==> config.mk <==
export PLATFORM = sky130hd
export DESIGN_NAME = nmea_sentence_framer
export DESIGN_NICKNAME = d
export VERILOG_FILES = /design/src/design/nsf_pkg.sv /design/src/design/nsf_core.sv /design/src/design/nmea_sentence_framer.sv
export SDC_FILE = /design/constraint.sdc
export NUM_CORES = 1
export LEC_CHECK = 0
export BUFFER_PORTS_ARGS = -buffer_cell sky130_fd_sc_hd__buf_2
export CAP_MARGIN = 10
export CORE_MARGIN = 2
export CORE_UTILIZATION = 50
export CTS_CLUSTER_SIZE = 8
export DETAILED_ROUTE_END_ITERATION = 8
export PLACE_DENSITY = 0.71
export SYNTH_ARGS = -nofsm -noshare
export SYNTH_HDL_FRONTEND = slang
export SYNTH_SLANG_ARGS = --single-unit
==> constraint.sdc <==
create_clock -name clk -period 3.5 [get_ports clk]
set_input_delay 0.35 -clock clk [delete_from_list [all_inputs] [get_ports clk]]
set_output_delay 0.35 -clock clk [all_outputs]
set_load 0.02 [all_outputs]
==> src/design/nsf_pkg.sv <==
// Package: shared types, character codes and helpers for the NMEA sentence framer.
package nsf_pkg;

  localparam int MAX_BODY_DEF = 82;
  localparam int LEN_W        = 7;
  localparam int BYTE_W       = 8;
  localparam int OUT_TDATA_W  = 24;

  localparam logic [7:0] CH_START = 8'h24;
  localparam logic [7:0] CH_STAR  = 8'h2A;
  localparam logic [7:0] CH_CR    = 8'h0D;
  localparam logic [7:0] CH_LF    = 8'h0A;
  localparam logic [7:0] CH_0     = 8'h30;
  localparam logic [7:0] CH_9     = 8'h39;
  localparam logic [7:0] CH_A     = 8'h41;
  localparam logic [7:0] CH_F     = 8'h46;

  typedef enum logic [2:0] {
    PH_HUNT    = 3'd0,
    PH_BODY    = 3'd1,
    PH_HEX_HI  = 3'd2,
    PH_HEX_LO  = 3'd3,
    PH_WANT_CR = 3'd4,
    PH_WANT_LF = 3'd5
  } phase_t;

  typedef struct packed {
    logic             checksum_checked;
    logic [LEN_W-1:0] frame_length;
    logic             frame_drop;
    logic             frame_good;
    logic             body_valid;
    logic [7:0]       body_byte;
  } nsf_result_t;

  typedef struct packed {
    logic       ok;
    logic [3:0] value;
  } hex_t;

  function automatic hex_t hex_decode(input logic [7:0] c);
    hex_t h;
    h.ok    = 1'b0;
    h.value = 4'd0;
    if (c >= CH_0 && c <= CH_9) begin
      h.ok    = 1'b1;
      h.value = 4'(c - CH_0);
    end else if (c >= CH_A && c <= CH_F) begin
      h.ok    = 1'b1;
      h.value = 4'(c - CH_A + 8'd10);
    end
    return h;
  endfunction

endpackage

==> src/design/nsf_core.sv <==
// Sentence state machine: frame state registers and the per-byte update.
module nsf_core import nsf_pkg::*; #(
  parameter int MAX_BODY = MAX_BODY_DEF
) (
  input  logic        clk,
  input  logic        rst_n,
  input  logic        step_en,
  input  logic [7:0]  rx_byte,
  output nsf_result_t result
);

  localparam logic [LEN_W-1:0] MAX_CNT = LEN_W'(MAX_BODY);

  phase_t           phase_r, phase_nxt;
  logic [7:0]       xor_r, xor_nxt;
  logic [3:0]       hi_r, hi_nxt;
  logic [LEN_W-1:0] count_r, count_nxt;
  logic             had_cs_r, had_cs_nxt;
  hex_t             hx;

  always_ff @(posedge clk) begin
    if (!rst_n) begin
      phase_r  <= PH_HUNT;
      xor_r    <= 8'd0;
      hi_r     <= 4'd0;
      count_r  <= '0;
      had_cs_r <= 1'b0;
    end else if (step_en) begin
      phase_r  <= phase_nxt;
      xor_r    <= xor_nxt;
      hi_r     <= hi_nxt;
      count_r  <= count_nxt;
      had_cs_r <= had_cs_nxt;
    end
  end

  always_comb begin
    hx         = hex_decode(rx_byte);
    phase_nxt  = phase_r;
    xor_nxt    = xor_r;
    hi_nxt     = hi_r;
    count_nxt  = count_r;
    had_cs_nxt = had_cs_r;
    result     = '0;
    unique case (phase_r)
      PH_BODY: begin
        if (rx_byte == CH_STAR) begin
          had_cs_nxt = 1'b1;
          phase_nxt  = PH_HEX_HI;
        end else if (rx_byte == CH_CR) begin
          phase_nxt = PH_WANT_LF;
        end else if (count_r >= MAX_CNT) begin
          result.frame_drop = 1'b1;
          phase_nxt  = PH_HUNT;
          xor_nxt    = 8'd0;
          hi_nxt     = 4'd0;
          count_nxt  = '0;
          had_cs_nxt = 1'b0;
        end else begin
          result.body_byte  = rx_byte;
          result.body_valid = 1'b1;
          xor_nxt   = xor_r ^ rx_byte;
          count_nxt = count_r + LEN_W'(1);
        end
      end
      PH_HEX_HI: begin
        if (hx.ok) begin
          hi_nxt    = hx.value;
          phase_nxt = PH_HEX_LO;
        end else begin
          result.frame_drop = 1'b1;
          phase_nxt  = PH_HUNT;
          xor_nxt    = 8'd0;
          hi_nxt     = 4'd0;
          count_nxt  = '0;
          had_cs_nxt = 1'b0;
        end
      end
      PH_HEX_LO: begin
        if (hx.ok && {hi_r, hx.value} == xor_r) begin
          phase_nxt = PH_WANT_CR;
        end else begin
          result.frame_drop = 1'b1;
          phase_nxt  = PH_HUNT;
          xor_nxt    = 8'd0;
          hi_nxt     = 4'd0;
          count_nxt  = '0;
          had_cs_nxt = 1'b0;
        end
      end
      PH_WANT_CR: begin
        if (rx_byte == CH_CR) begin
          phase_nxt = PH_WANT_LF;
        end else begin
          result.frame_drop = 1'b1;
          phase_nxt  = PH_HUNT;
          xor_nxt    = 8'd0;
          hi_nxt     = 4'd0;
          count_nxt  = '0;
          had_cs_nxt = 1'b0;
        end
      end
      PH_WANT_LF: begin
        if (rx_byte == CH_LF) begin
          result.frame_good       = 1'b1;
          result.frame_length     = count_r;
          result.checksum_checked = had_cs_r;
        end else begin
          result.frame_drop = 1'b1;
        end
        phase_nxt  = PH_HUNT;
        xor_nxt    = 8'd0;
        hi_nxt     = 4'd0;
        count_nxt  = '0;
        had_cs_nxt = 1'b0;
      end
      default: begin
        phase_nxt  = (rx_byte == CH_START) ? PH_BODY : PH_HUNT;
        xor_nxt    = 8'd0;
        hi_nxt     = 4'd0;
        count_nxt  = '0;
        had_cs_nxt = 1'b0;
      end
    endcase
  end

endmodule

==> src/design/nmea_sentence_framer.sv <==
// Top level: NMEA 0183 sentence framer with input and result registers.
//
// Usage:
//   in_*  : one received serial byte per transaction (in_tdata[7:0]).
//   out_* : exactly one result per input byte, in order. Each result carries
//           the body byte when it belongs to a sentence body, a good-frame
//           flag with body length and checksum status on the closing LF,
//           or a drop flag when a sentence is abandoned.
//   Data path: an accepted byte is captured in the input register, decoded
//   combinationally from it, and loaded into the result register once that
//   register is empty or its result is being taken.
//   Throughput: one byte per cycle while out_tready is high; the state
//   update is a single short step between the input and result registers.
//   Reset: rst_n low clears both register valids and returns the framer to
//   hunting for '$' with zero checksum and count.
//   Stall: while out_tready is low the result register holds; one more byte
//   is taken into the input register, then in_tready drops until the result
//   is taken.
module nmea_sentence_framer import nsf_pkg::*; #(
  parameter int MAX_BODY = MAX_BODY_DEF
) (
  input  logic                   clk,
  input  logic                   rst_n,
  input  logic                   in_tvalid,
  output logic                   in_tready,
  input  logic [7:0]             in_tdata,   // [7:0] rx_byte
  output logic                   out_tvalid,
  input  logic                   out_tready,
  // [7:0] body_byte, [8] body_valid, [9] frame_good, [10] frame_drop,
  // [17:11] frame_length, [18] checksum_checked, [23:19] zero
  output logic [OUT_TDATA_W-1:0] out_tdata
);

  localparam int RES_W = $bits(nsf_result_t);

  logic        in_valid_r;
  logic [7:0]  in_byte_r;
  logic        out_valid_r;
  nsf_result_t out_res_r;
  nsf_result_t res;
  logic        step;

  assign step      = in_valid_r && (!out_valid_r || out_tready);
  assign in_tready = !in_valid_r || step;

  always_ff @(posedge clk) begin
    if (!rst_n) begin
      in_valid_r  <= 1'b0;
      out_valid_r <= 1'b0;
    end else begin
      if (in_tready) in_valid_r <= in_tvalid;
      if (step) begin
        out_valid_r <= 1'b1;
      end else if (out_tready) begin
        out_valid_r <= 1'b0;
      end
    end
  end

  always_ff @(posedge clk) begin
    if (in_tready && in_tvalid) in_byte_r <= in_tdata;
    if (step) out_res_r <= res;
  end

  nsf_core #(
    .MAX_BODY (MAX_BODY)
  ) u_core (
    .clk     (clk),
    .rst_n   (rst_n),
    .step_en (step),
    .rx_byte (in_byte_r),
    .result  (res)
  );

  assign out_tvalid = out_valid_r;
  assign out_tdata  = {{(OUT_TDATA_W-RES_W){1'b0}}, out_res_r};

  a_good_drop_excl: assert property (@(posedge clk) disable iff (!rst_n)
    out_tvalid |-> !(out_res_r.frame_good && out_res_r.frame_drop))
    else $error("frame_good and frame_drop together");

  a_body_not_end: assert property (@(posedge clk) disable iff (!rst_n)
    out_tvalid && out_res_r.body_valid |-> !out_res_r.frame_good && !out_res_r.frame_drop)
    else $error("body byte flagged as frame end");

  a_len_bound: assert property (@(posedge clk) disable iff (!rst_n)
    out_tvalid && out_res_r.frame_good |-> out_res_r.frame_length <= LEN_W'(MAX_BODY))
    else $error("frame length beyond maximum body");

  a_checked_good: assert property (@(posedge clk) disable iff (!rst_n)
    out_tvalid && out_res_r.checksum_checked |-> out_res_r.frame_good)
    else $error("checksum_checked without frame_good");

  a_hold_on_stall: assert property (@(posedge clk) disable iff (!rst_n)
    in_valid_r && out_valid_r && !out_tready |=> in_valid_r && $stable(in_byte_r))
    else $error("input register lost a byte during stall");

endmodule

==> results.py, run 1 <==
metrics = {
    "synthesis": {
        "ys_warn_count": 0,
        "yosysSeqAreaShare_pct": 46.76,
        "synth_top_area_share_pct": 28.92,
        "yosysTopAreaCell": "edfxtp_1",
        "synthTopCellsByArea": "edfxtp_1 (29%), dfxtp_1 (18%), nand2_1 (3.2%)",
        "synth_ff_type": "edfxtp_1",
        "avgSynthCellArea_um2": 10.20,
        "synth_commonest_cells": "edfxtp_1 (27), dfxtp_1 (25), nand2_1 (24)",
        "synth_most_common_cell": "edfxtp_1",
        "syn-instance-count": 275,
        "yosys.cell_types.count": 64,
        "async_flop_share_pct": 0,
        "ys_ff_latch": 52,
        "syn_area_um2": 2804,
        "synth-edff-count": 27,
    },
    "sta": {
        "setup_violations": 0,
        "timing.final.crit_share_pct": 82.03,
        "period_minus_slack_ns": 2.871,
        "worst_slew_pin_slew_ns": 0.6049,
        "setup_ws_ns": 0.6289,
        "slew_violations": 0,
        "holdWs_ns": 0.2165,
        "tns_ns": 0,
        "max_freq_mhz": 348.3,
        "relSlewSlack_pct": 59.25,
        "hold_viol": 0,
        "fin_skew_ns": 0.005562,
        "rsz0062_at_grt": "no",
    },
    "clock_network": {
        "clk_pin_slew_ns": 0.09,
        "ctsResizeCount": 0,
        "hold_buffers": 0,
        "cts_buffers": 5,
        "clock_path_buffers": 2,
        "postCtsSetupBuffers": 0,
        "htreeDepth": 2,
        "cts_tree": "built",
        "root_buffer": "clkbuf_8",
        "clkLatencyLatePin_ns": 0.30,
        "clock_sinks": 52,
    },
    "worst_setup_path": {
        "cp-start-kind": "flip-flop",
        "r2r_slack_ns": 0.63,
        "crit_family": "compound AO/OA/AOI/OAI gates",
        "rr_endpoint": "u_core.xor_r[5]",
        "r2r_cells": 9,
        "cp_cell_sequence": "inv_1 -> ha_1 -> o21bai_1 -> a21oi_1 -> o21bai_2 -> nand3_2 -> a31oi_4 -> nor2_4 -> a221o_1",
        "crit_slowest_cell": "edfxtp_1",
        "crit_type": "reg -> reg",
        "critPathBufInv": 1,
        "end_kind": "flip-flop",
        "cp.required_ns": 3.69,
        "crit-reg2reg-launch": "in_byte_r[0]",
        "slowest_delay_ns": 0.50,
        "crit_arrival_ns": 3.06,
        "crit_fanout": 9,
    },
    "pwr": {
        "power_density_nw_per_um2": 375.6,
        "leakagePower_nw": 1.163,
        "comb_power_share_pct": 11.9,
        "switching_power_mw": 0.3072,
        "switching_share_pct": 26.49,
        "ir_drop_mv": 0.2262,
        "pwr-share-clk_pct": 28.8,
        "p_int_mw": 0.8523,
        "power_frac_seq_pct": 59.3,
    },
    "floorplan": {
        "initial_core_util_pct": 51.23,
        "num_rows": 27,
        "dieHeight_um": 78.89,
        "die_w_um": 78.89,
        "core-area_um2": 5473,
        "dieArea_um2": 6223,
        "io_pins": 38,
    },
    "place": {
        "portBuffers": 32,
        "place_area_um2": 2999,
        "place.gp.congestion": 0.9095,
        "hpwl_mm": 4.140,
        "preCtsSetupSlack_ns": 0.6730,
        "dp.cells": 369,
    },
    "finish": {
        "fin_nets": 322,
        "fin_cells": 377,
        "area_growth_pct": 10.08,
        "postLayoutCellArea_um2": 3087,
        "diodes": 0,
        "layout-drive-gt1-share_pct": 19.34,
        "fillCellCount": 496,
    },
    "global_route": {
        "grt_pass1_wl_mm": 9.446,
        "grt_usage_pct": 19.30,
        "gr-total-overflow": 0,
        "grt_max_degree": 22,
        "grt_pass1_vias": 1910,
        "antenna_found_initial": 0,
    },
    "run_status": {
        "status": "finished, final reports clean",
    },
    "route": {
        "postRouteWirelength_mm": 5.724,
        "wl_per_cell_um": 15.18,
        "vias": 2119,
        "drc": 0,
        "ant_nets": 0,
        "first_pass_iters": 4,
        "vias_per_cell": 5.621,
        "drt_iter0_drc": 143,
    },
    "hold_path": {
        "hold_end": "in_byte_r[0]",
        "min-delay-start": "in_tdata[0]",
        "hp-class": "in -> reg",
        "whs_path_depth": 1,
    },
    "flow_run": {
        "cap_violations": 0,
    },
}
## worst register-to-register path, cell delays in order (launching register included)
cell      delay (ns)
edfxtp_1        0.50
inv_1           0.17
ha_1            0.27
o21bai_1        0.38
a21oi_1         0.25
o21bai_2        0.26
nand3_2         0.16
a31oi_4         0.30
nor2_4          0.11
a221o_1         0.37
## how the worst max path moves through the flow
stage,cells past startpoint,end,slack (ns),from
2_1_floorplan,7,u_core.xor_r[5],0.79,out_tvalid
3_3_place_gp,9,u_core.xor_r[2],0.80,in_byte_r[0]
3_5_place_dp,9,u_core.xor_r[5],0.67,in_byte_r[0]
4_1_cts,9,u_core.xor_r[5],0.64,in_byte_r[0]
5_1_grt,9,u_core.count_r[2],0.36,in_byte_r[0]
6_report,9,u_core.xor_r[5],0.63,in_byte_r[0]
## power groups by stage
stage	Combinational, mW	Sequential, mW	Clock (mW)
floorplan	0.0972	0.704	0
global placement	0.136	0.701	0
detailed placement	0.137	0.701	0
CTS	0.138	0.687	0.343
global route	0.152	0.691	0.364
finish	0.138	0.688	0.334
## final cells by class
cell class                      count  area [um^2]  area share (%)
Timing Repair Buffer               34        175.2           5.675
Tap cell                           72        90.09           2.919
Sequential cell                    52         1311           42.48
Clock buffer                        5        68.82           2.229
Clock inverter                      3        18.77          0.6080
Multi-Input combinational cell    203         1393           45.12
Inverter                            8        30.03          0.9728
## flip-flops by register name, summed over array words and instances, names as in the netlist
signal	count
out_tdata	19
in_byte_r	8
u_core.xor_r	8
u_core.count_r	7
u_core.hi_r	4
u_core.phase_r	3
in_valid_r	1
out_tvalid	1
u_core.had_cs_r	1
## cell usage in the layout (no fill, tap or decap), types with 4 or more instances in the layout
cell type,Yosys,final
a21o_1,4,4
a21oi_1,4,4
a221o_1,8,8
and2_1,10,10
and3_1,4,4
buf_2,4,32
clkbuf_8,0,5
conb_1,1,5
dfxtp_1,25,25
edfxtp_1,27,27
ha_1,6,6
inv_1,8,8
mux2i_1,6,6
nand2_1,24,24
nand3_1,9,9
nor2_1,18,18
nor2b_1,12,11
nor3_1,14,14
nor3b_1,6,6
o21ai_0,6,6
or2_2,4,4
xnor2_1,5,5
## cell families (layout without fill, tap and decap cells)
group / Yosys count / in the layout / synth area share, %
and+or+nand+nor: 127 / 127 / 26.33
DFF: 52 / 52 / 46.76
muxes: 7 / 7 / 2.633
adders and majority gates: 6 / 6 / 2.677
buffers and inverters: 24 / 50 / 4.194
other: 1 / 5 / 0.1337
xor gates and xnor gates: 7 / 7 / 2.187
AOI/OAI and AO/OA: 51 / 51 / 15.08
## metrics by stage
| stage | util (%) | total power, mW |
|---|---|---|
| 2_1_floorplan | - | 0.8013 |
| 3_3_place_gp | 54.80 | 0.8370 |
| 3_5_place_dp | 54.80 | 0.8377 |
| 4_1_cts | 56.40 | 1.167 |
| 5_1_grt | 56.40 | 1.206 |
| 6_report | 56.40 | 1.160 |
## metal layers
layer	global-route usage (%)	share of wire, %	up-vias
met1	27.51	48	992
met2	30.26	47	53
met4	6.034	0.94	0
li1	-	-	1070
met3	3.182	4.6	4
met5	0	0	-
Note: power is estimated with default switching activity, not from simulation.
==> inputs of run 2 (changes only) <==
--- a/config.mk
+++ b/config.mk
@@ -11,7 +11,7 @@
 export CORE_UTILIZATION = 50
 export CTS_CLUSTER_SIZE = 8
 export DETAILED_ROUTE_END_ITERATION = 8
-export PLACE_DENSITY = 0.71
+export PLACE_DENSITY = 0.74
 export SYNTH_ARGS = -nofsm -noshare
 export SYNTH_HDL_FRONTEND = slang
 export SYNTH_SLANG_ARGS = --single-unit
==> constraint.sdc (replaced) <==
create_clock -name clk -period 2.32 [get_ports clk]
set_input_delay 0.232 -clock clk [delete_from_list [all_inputs] [get_ports clk]]
set_output_delay 0.232 -clock clk [all_outputs]
set_load 0.02 [all_outputs]
==> run 2 against run 1 <==
The run now ends with setup timing left; sequential power is 48% higher; combinational power is 120% higher; global-route usage is 3.1 points higher; cell count is 9.5% higher; worst hold slack worse by 0.13 ns; maximum frequency is 21% higher; highest routed layer unchanged.
==> results.py, run 2 (synthesis gave the netlist of run 1 again) <==
metrics = {
    "sta": {
        "timing.final.crit_share_pct": 102.3,
        "rsz0062_at_grt": "yes",
        "period_minus_slack_ns": 2.374,
        "tns_ns": -0.5162,
        "fin_skew_ns": 0.009596,
        "setup_ws_ns": -0.05381,
        "max_freq_mhz": 421.3,
        "hold_viol": 0,
        "slew_violations": 0,
        "setup_violations": 13,
    },
    "finish": {
        "fin_nets": 358,
        "final_common_cell": "buf_4",
        "area_growth_pct": 26.42,
        "fillCellCount": 464,
        "largest_reg_flops": 19,
        "postLayoutCellArea_um2": 3545,
        "layout-drive-gt1-share_pct": 35.78,
        "final_cell_mix": "buf_4 (36), buf_2 (32), edfxtp_1 (27), nand2_1 (24), dfxtp_1 (24)",
        "fin_cells": 413,
        "diodes": 0,
    },
    "global_route": {
        "grt_util_met3_pct": 4.773,
        "use_met1_pct": 27.88,
        "grt_usage_pct": 22.36,
        "antenna_found_initial": 0,
        "gr-total-overflow": 0,
        "grt_max_degree": 21,
        "grt_pass1_wl_mm": 10.76,
        "grt_pass1_vias": 2238,
        "grt_busiest_layer": "met2",
        "use_met2_pct": 38.29,
    },
    "clock_network": {
        "root_buffer": "clkbuf_8",
        "cts_tree": "built",
        "clk_pin_slew_ns": 0.10,
        "clock_path_buffers": 2,
        "htreeDepth": 2,
        "hold_buffers": 0,
        "cts_buffers": 5,
        "clock_sinks": 52,
        "clkLatencyLatePin_ns": 0.31,
    },
    "worst_setup_path": {
        "crit_slowest_cell": "or4b_4",
        "end_kind": "flip-flop",
        "crit_fanout": 9,
        "cp.required_ns": 2.52,
        "crit_arrival_ns": 2.58,
        "cp_cell_sequence": "ha_2 -> or4b_4 -> and4_4 -> o21ai_4 -> a211oi_4 -> a31oi_4 -> nor2_4 -> a221o_1",
        "slowest_delay_ns": 0.47,
        "crit_type": "reg -> reg",
        "cp-start-kind": "flip-flop",
    },
    "route": {
        "drt_iter0_drc": 157,
        "drc": 0,
        "first_pass_iters": 5,
        "wl_per_cell_um": 16.56,
        "ant_nets": 0,
        "vias": 2347,
        "postRouteWirelength_mm": 6.839,
        "vias_per_cell": 5.683,
    },
    "place": {
        "place.gp.congestion": 0.9065,
        "hpwl_mm": 4.780,
        "portBuffers": 32,
        "place_area_um2": 3272,
        "preCtsSetupSlack_ns": -0.1048,
        "dp.cells": 400,
    },
    "pwr": {
        "power_frac_seq_pct": 54.5,
        "switching_share_pct": 28.17,
        "comb_power_share_pct": 16.0,
        "switching_power_mw": 0.5283,
        "p_int_mw": 1.347,
        "leakagePower_nw": 1.377,
        "power_mw": 1.875,
        "ir_drop_mv": 0.2763,
        "power_density_nw_per_um2": 529.0,
        "pwr-share-clk_pct": 29.5,
    },
    "flow_run": {
        "cap_violations": 0,
    },
    "floorplan": {
        "initial_core_util_pct": 51.23,
        "num_rows": 27,
        "core-area_um2": 5473,
        "dieArea_um2": 6223,
        "io_pins": 38,
        "die_w_um": 78.89,
        "dieHeight_um": 78.89,
    },
    "run_status": {
        "violations": "setup timing",
        "status": "finished with violations",
    },
    "hold_path": {
        "hp-class": "in -> reg",
    },
}
-- run 2: changes by cell type in the layout (fill, tap and decap cells not counted), sizes merged --
cell / change
buf: +35
clkinvlp: -2
inv: +2
nand2b: +1
-- run 2: area by class of cell --
class	instances	area [um^2]	area share (%)
multi-input combinational	204	1575	44.44
tap	72	90.09	2.541
sequential	52	1313	37.03
timing repair buffer	69	441.7	12.46
clock inverter	3	26.28	0.7413
inverter	8	30.03	0.8472
clock buffer	5	68.82	1.941
-- run 2: critical path, delay by kind of cell, from the launching register on --
kind                       cells  cell delay, ns
AOI/OAI and AO/OA              4            0.83
adders and majority gates      1            0.22
DFF                            1            0.44
and+or+nand+nor                3            0.77
-- run 2: layer usage --
metal / wire length [um] / vias up / share of wire, %
met3: 338 / 15 / 4.9
li1: - / 1139 / -
met1: 2984 / 1119 / 44
met5: 0 / - / 0
met2: 3355 / 74 / 49
met4: 160 / 0 / 2.3
-- run 2: metrics by stage --
step / hold WS [ns] / util (%)
global placement: 0.4081 / 59.79
global route: 0.08209 / 64.77
floorplan: 0.3309 / -
finish: 0.08844 / 64.77
detailed placement: 0.4105 / 59.79
CTS: 0.08518 / 63.33
-- run 2: worst paths after layout --
kind | start | endpoint | slack, ns | depth (start not counted)
max | in_byte_r[0] | u_core.xor_r[5] | -0.05 | 8
min | in_tdata[7] | in_byte_r[7] | 0.09 | 1
max reg2reg | in_byte_r[0] | u_core.xor_r[5] | -0.05 | 8
min reg2reg | u_core.had_cs_r | u_core.had_cs_r | 0.47 | 2
-- run 2: repair_timing --
action,in CTS,in global routing
pin swaps,8,7
setup buffers,0,4
cloned,1,0
resized for setup,18,11
endpoints found under the hold margin,0,0
endpoints found under the setup margin,19,21
-- run 2: power by group through the flow --
stage               registers, mW  logic (mW)  clock network (mW)
finish                       1.02       0.300               0.553
global route                 1.03       0.322               0.598
CTS                          1.02       0.285               0.564
detailed placement           1.04       0.272                   0
global placement             1.04       0.267                   0
floorplan                    1.06       0.152                   0
==> inputs of run 3 (changes only) <==
--- a/config.mk
+++ b/config.mk
@@ -11,7 +11,8 @@
 export CORE_UTILIZATION = 50
 export CTS_CLUSTER_SIZE = 8
 export DETAILED_ROUTE_END_ITERATION = 8
-export PLACE_DENSITY = 0.74
+export PLACE_DENSITY = 0.73
 export SYNTH_ARGS = -nofsm -noshare
 export SYNTH_HDL_FRONTEND = slang
+export SYNTH_HIERARCHICAL = 1
 export SYNTH_SLANG_ARGS = --single-unit
==> run 3 against run 2 <==
The run still ends with setup timing left; sequential share of layout area decreased by 1.4 points; cell count increased by 5.8%; core utilization increased by 2.1 points; sequential power about the same; combinational power decreased by 5%; clock skew increased by 0.0028 ns; power increased by 0.12%; die area increased by 1.9%; global-route usage increased by 0.96 points; design area increased by 4.0%; non-clock buffer count increased by 9; critical endpoint is now out_tdata[10]; highest routed layer unchanged.
==> results.py, run 3 <==
metrics = {
    "route": {
        "ant_nets": 0,
        "drt_iter0_drc": 150,
        "drc": 0,
        "postRouteWirelength_mm": 6.926,
        "vias_per_cell": 5.686,
        "first_pass_iters": 5,
        "wl_per_cell_um": 15.85,
        "vias": 2485,
    },
    "hold_path": {
        "min-delay-start": "in_tdata[1]",
        "hp-class": "in -> reg",
    },
    "floorplan": {
        "io_pins": 38,
        "die_w_um": 79.64,
        "num_rows": 27,
        "dieArea_um2": 6342,
        "dieHeight_um": 79.64,
        "initial_core_util_pct": 51.94,
        "core-area_um2": 5507,
    },
    "worst_setup_path": {
        "cp.required_ns": 2.36,
        "r2r_slack_ns": -0.40,
        "crit_fanout": 7,
        "crit-reg2reg-launch": "in_byte_r[5]",
        "crit_start": "in_byte_r[5]",
        "end_kind": "flip-flop",
        "crit_type": "reg -> reg",
        "cp-start-kind": "flip-flop",
        "crit_arrival_ns": 2.77,
    },
    "sta": {
        "hold_viol": 0,
        "timing.final.crit_share_pct": 117.5,
        "setup_ws_ns": -0.4049,
        "slew_violations": 0,
        "max_freq_mhz": 367.0,
        "relSlewSlack_pct": 53.13,
        "period_minus_slack_ns": 2.725,
        "fin_skew_ns": 0.01235,
        "setup_violations": 24,
        "rsz0062_at_grt": "yes",
        "worst_slew_pin_slew_ns": 0.7030,
    },
    "synthesis": {
        "ys_warn_count": 6,
        "synth_most_common_cell": "nand2_1",
        "syn-instance-count": 290,
        "synthTopCellsByArea": "edfxtp_1 (28%), dfxtp_1 (17%), nand2_1 (4.5%)",
        "async_flop_share_pct": 0,
        "yosys.cell_types.count": 62,
        "ys_ff_latch": 52,
        "yosysTopAreaCell": "edfxtp_1",
        "syn_area_um2": 2860,
        "yosysSeqAreaShare_pct": 45.84,
        "synth-edff-count": 27,
        "avgSynthCellArea_um2": 9.863,
        "synth_ff_type": "edfxtp_1",
        "synth_commonest_cells": "nand2_1 (34), edfxtp_1 (27), dfxtp_1 (25)",
        "synth_top_area_share_pct": 28.35,
    },
    "pwr": {
        "leakagePower_nw": 1.515,
        "ir_drop_mv": 0.3015,
        "power_density_nw_per_um2": 509.5,
    },
    "finish": {
        "area_growth_pct": 28.83,
        "largest_reg_flops": 19,
        "diodes": 0,
        "fillCellCount": 424,
        "fin_util_pct": 66.92,
        "layout-drive-gt1-share_pct": 33.70,
        "final_common_cell": "buf_4",
        "postLayoutCellArea_um2": 3685,
        "final_cell_mix": "buf_4 (43), nand2_1 (34), buf_2 (32), edfxtp_1 (27), dfxtp_1 (25)",
        "fin_nets": 383,
    },
    "global_route": {
        "grt_max_degree": 23,
        "grt_pass1_vias": 2522,
        "antenna_found_initial": 0,
        "gr-total-overflow": 0,
        "grt_pass1_wl_mm": 11.47,
        "grt_usage_pct": 23.32,
    },
    "clock_network": {
        "clock_sinks": 52,
        "clk_pin_slew_ns": 0.09,
        "cts_tree": "built",
        "htreeDepth": 2,
        "root_buffer": "clkbuf_8",
        "cts_buffers": 5,
        "clock_path_buffers": 2,
        "clkLatencyLatePin_ns": 0.31,
    },
    "place": {
        "place.gp.congestion": 0.9489,
        "portBuffers": 32,
        "hpwl_mm": 5.103,
        "place_area_um2": 3418,
    },
    "flow_run": {
        "cap_violations": 0,
    },
    "run_status": {
        "violations": "setup timing",
        "status": "finished with violations",
    },
}
## run 3: cell types whose count changed in the layout (fill, tap and decap cells not counted), moves of 8 or more
cell / before / now
a221o_1: 8 / 0
o21ai_2: 0 / 11
nand2_1: 24 / 34
nand3_1: 8 / 17
nor2_1: 17 / 9
nor2b_1: 11 / 0
o31a_1: 1 / 11
inv_1: 6 / 14
## run 3: cells by family after synthesis
logic type / count (synthesis) / share of synthesized area (%)
AND/OR/NAND/NOR: 120 / 24.23
AO/OA/AOI/OAI: 63 / 16.54
flip-flops: 52 / 45.84
buffers and inverters: 31 / 4.943
XOR/XNOR: 8 / 2.450
multiplexers: 8 / 2.800
adder cells (fa/ha/maj): 7 / 3.062
other: 1 / 0.1311
## run 3: routing by layer
layer  global-route usage [%]  share of wire, %  up-vias
li1                         -                 -     1195
met1                    28.85                41     1196
met2                    39.66                52       81
met3                    4.412               5.0       13
met4                    9.828               1.8        0
met5                        0                 0        -
## run 3: layout make-up
| class | count | area [um^2] | area share [%] |
|---|---|---|---|
| inverters | 16 | 60.06 | 1.630 |
| clock inverters | 2 | 12.51 | 0.3396 |
| clock buffers | 6 | 93.84 | 2.547 |
| flip-flops and latches | 52 | 1311 | 35.59 |
| repair buffers | 78 | 525.5 | 14.26 |
| multi-input cells | 211 | 1592 | 43.19 |
| well taps | 72 | 90.09 | 2.445 |
## run 3: final timing paths
path / to / cells past startpoint
max: out_tdata[10] / 6
min reg2reg: u_core/hi_r[2] / 2
max reg2reg: out_tdata[10] / 6
min: in_byte_r[1] / 1
## run 3: per-stage QoR
| step | setup WS (ns) | setup TNS, ns | instances | power (mW) | hold slack (ns) |
|---|---|---|---|---|---|
| floorplan | -0.2357 | -2.986 | 294 | 1.204 | 0.3309 |
| global placement | -0.2797 | -4.363 | 424 | 1.295 | 0.4085 |
| detailed placement | -0.3881 | -6.248 | 424 | 1.304 | 0.4105 |
| CTS | -0.3913 | -6.613 | 434 | 1.883 | 0.09379 |
| global route | -0.4792 | -8.075 | 437 | 1.956 | 0.08738 |
| finish | -0.4049 | -6.363 | 437 | 1.877 | 0.1021 |
## run 3: repair_timing
| item | CTS | global route |
|---|---|---|
| hold buffers | 0 | 0 |
| gates resized for setup | 13 | 15 |
| endpoints found under the setup margin | 24 | 24 |
| pin swaps | 5 | 8 |
| buffers inserted | 2 | 4 |
## run 3: where the power goes
group	internal [mW]	leakage, nW	switching (mW)
Combinational	0.116	1.00	0.167
Sequential	0.999	0.458	0.0217
Clock	0.276	0.0523	0.297
Total	1.39	1.51	0.486
## run 3: worst max-delay path, cell delays in order, from the launching register on
cell and delay, ns:
edfxtp_1 0.43, or4b_4 0.57, nor4_4 0.19, a22oi_2 0.11
a2111oi_4 0.54, a21oi_1 0.11, or4_1 0.50
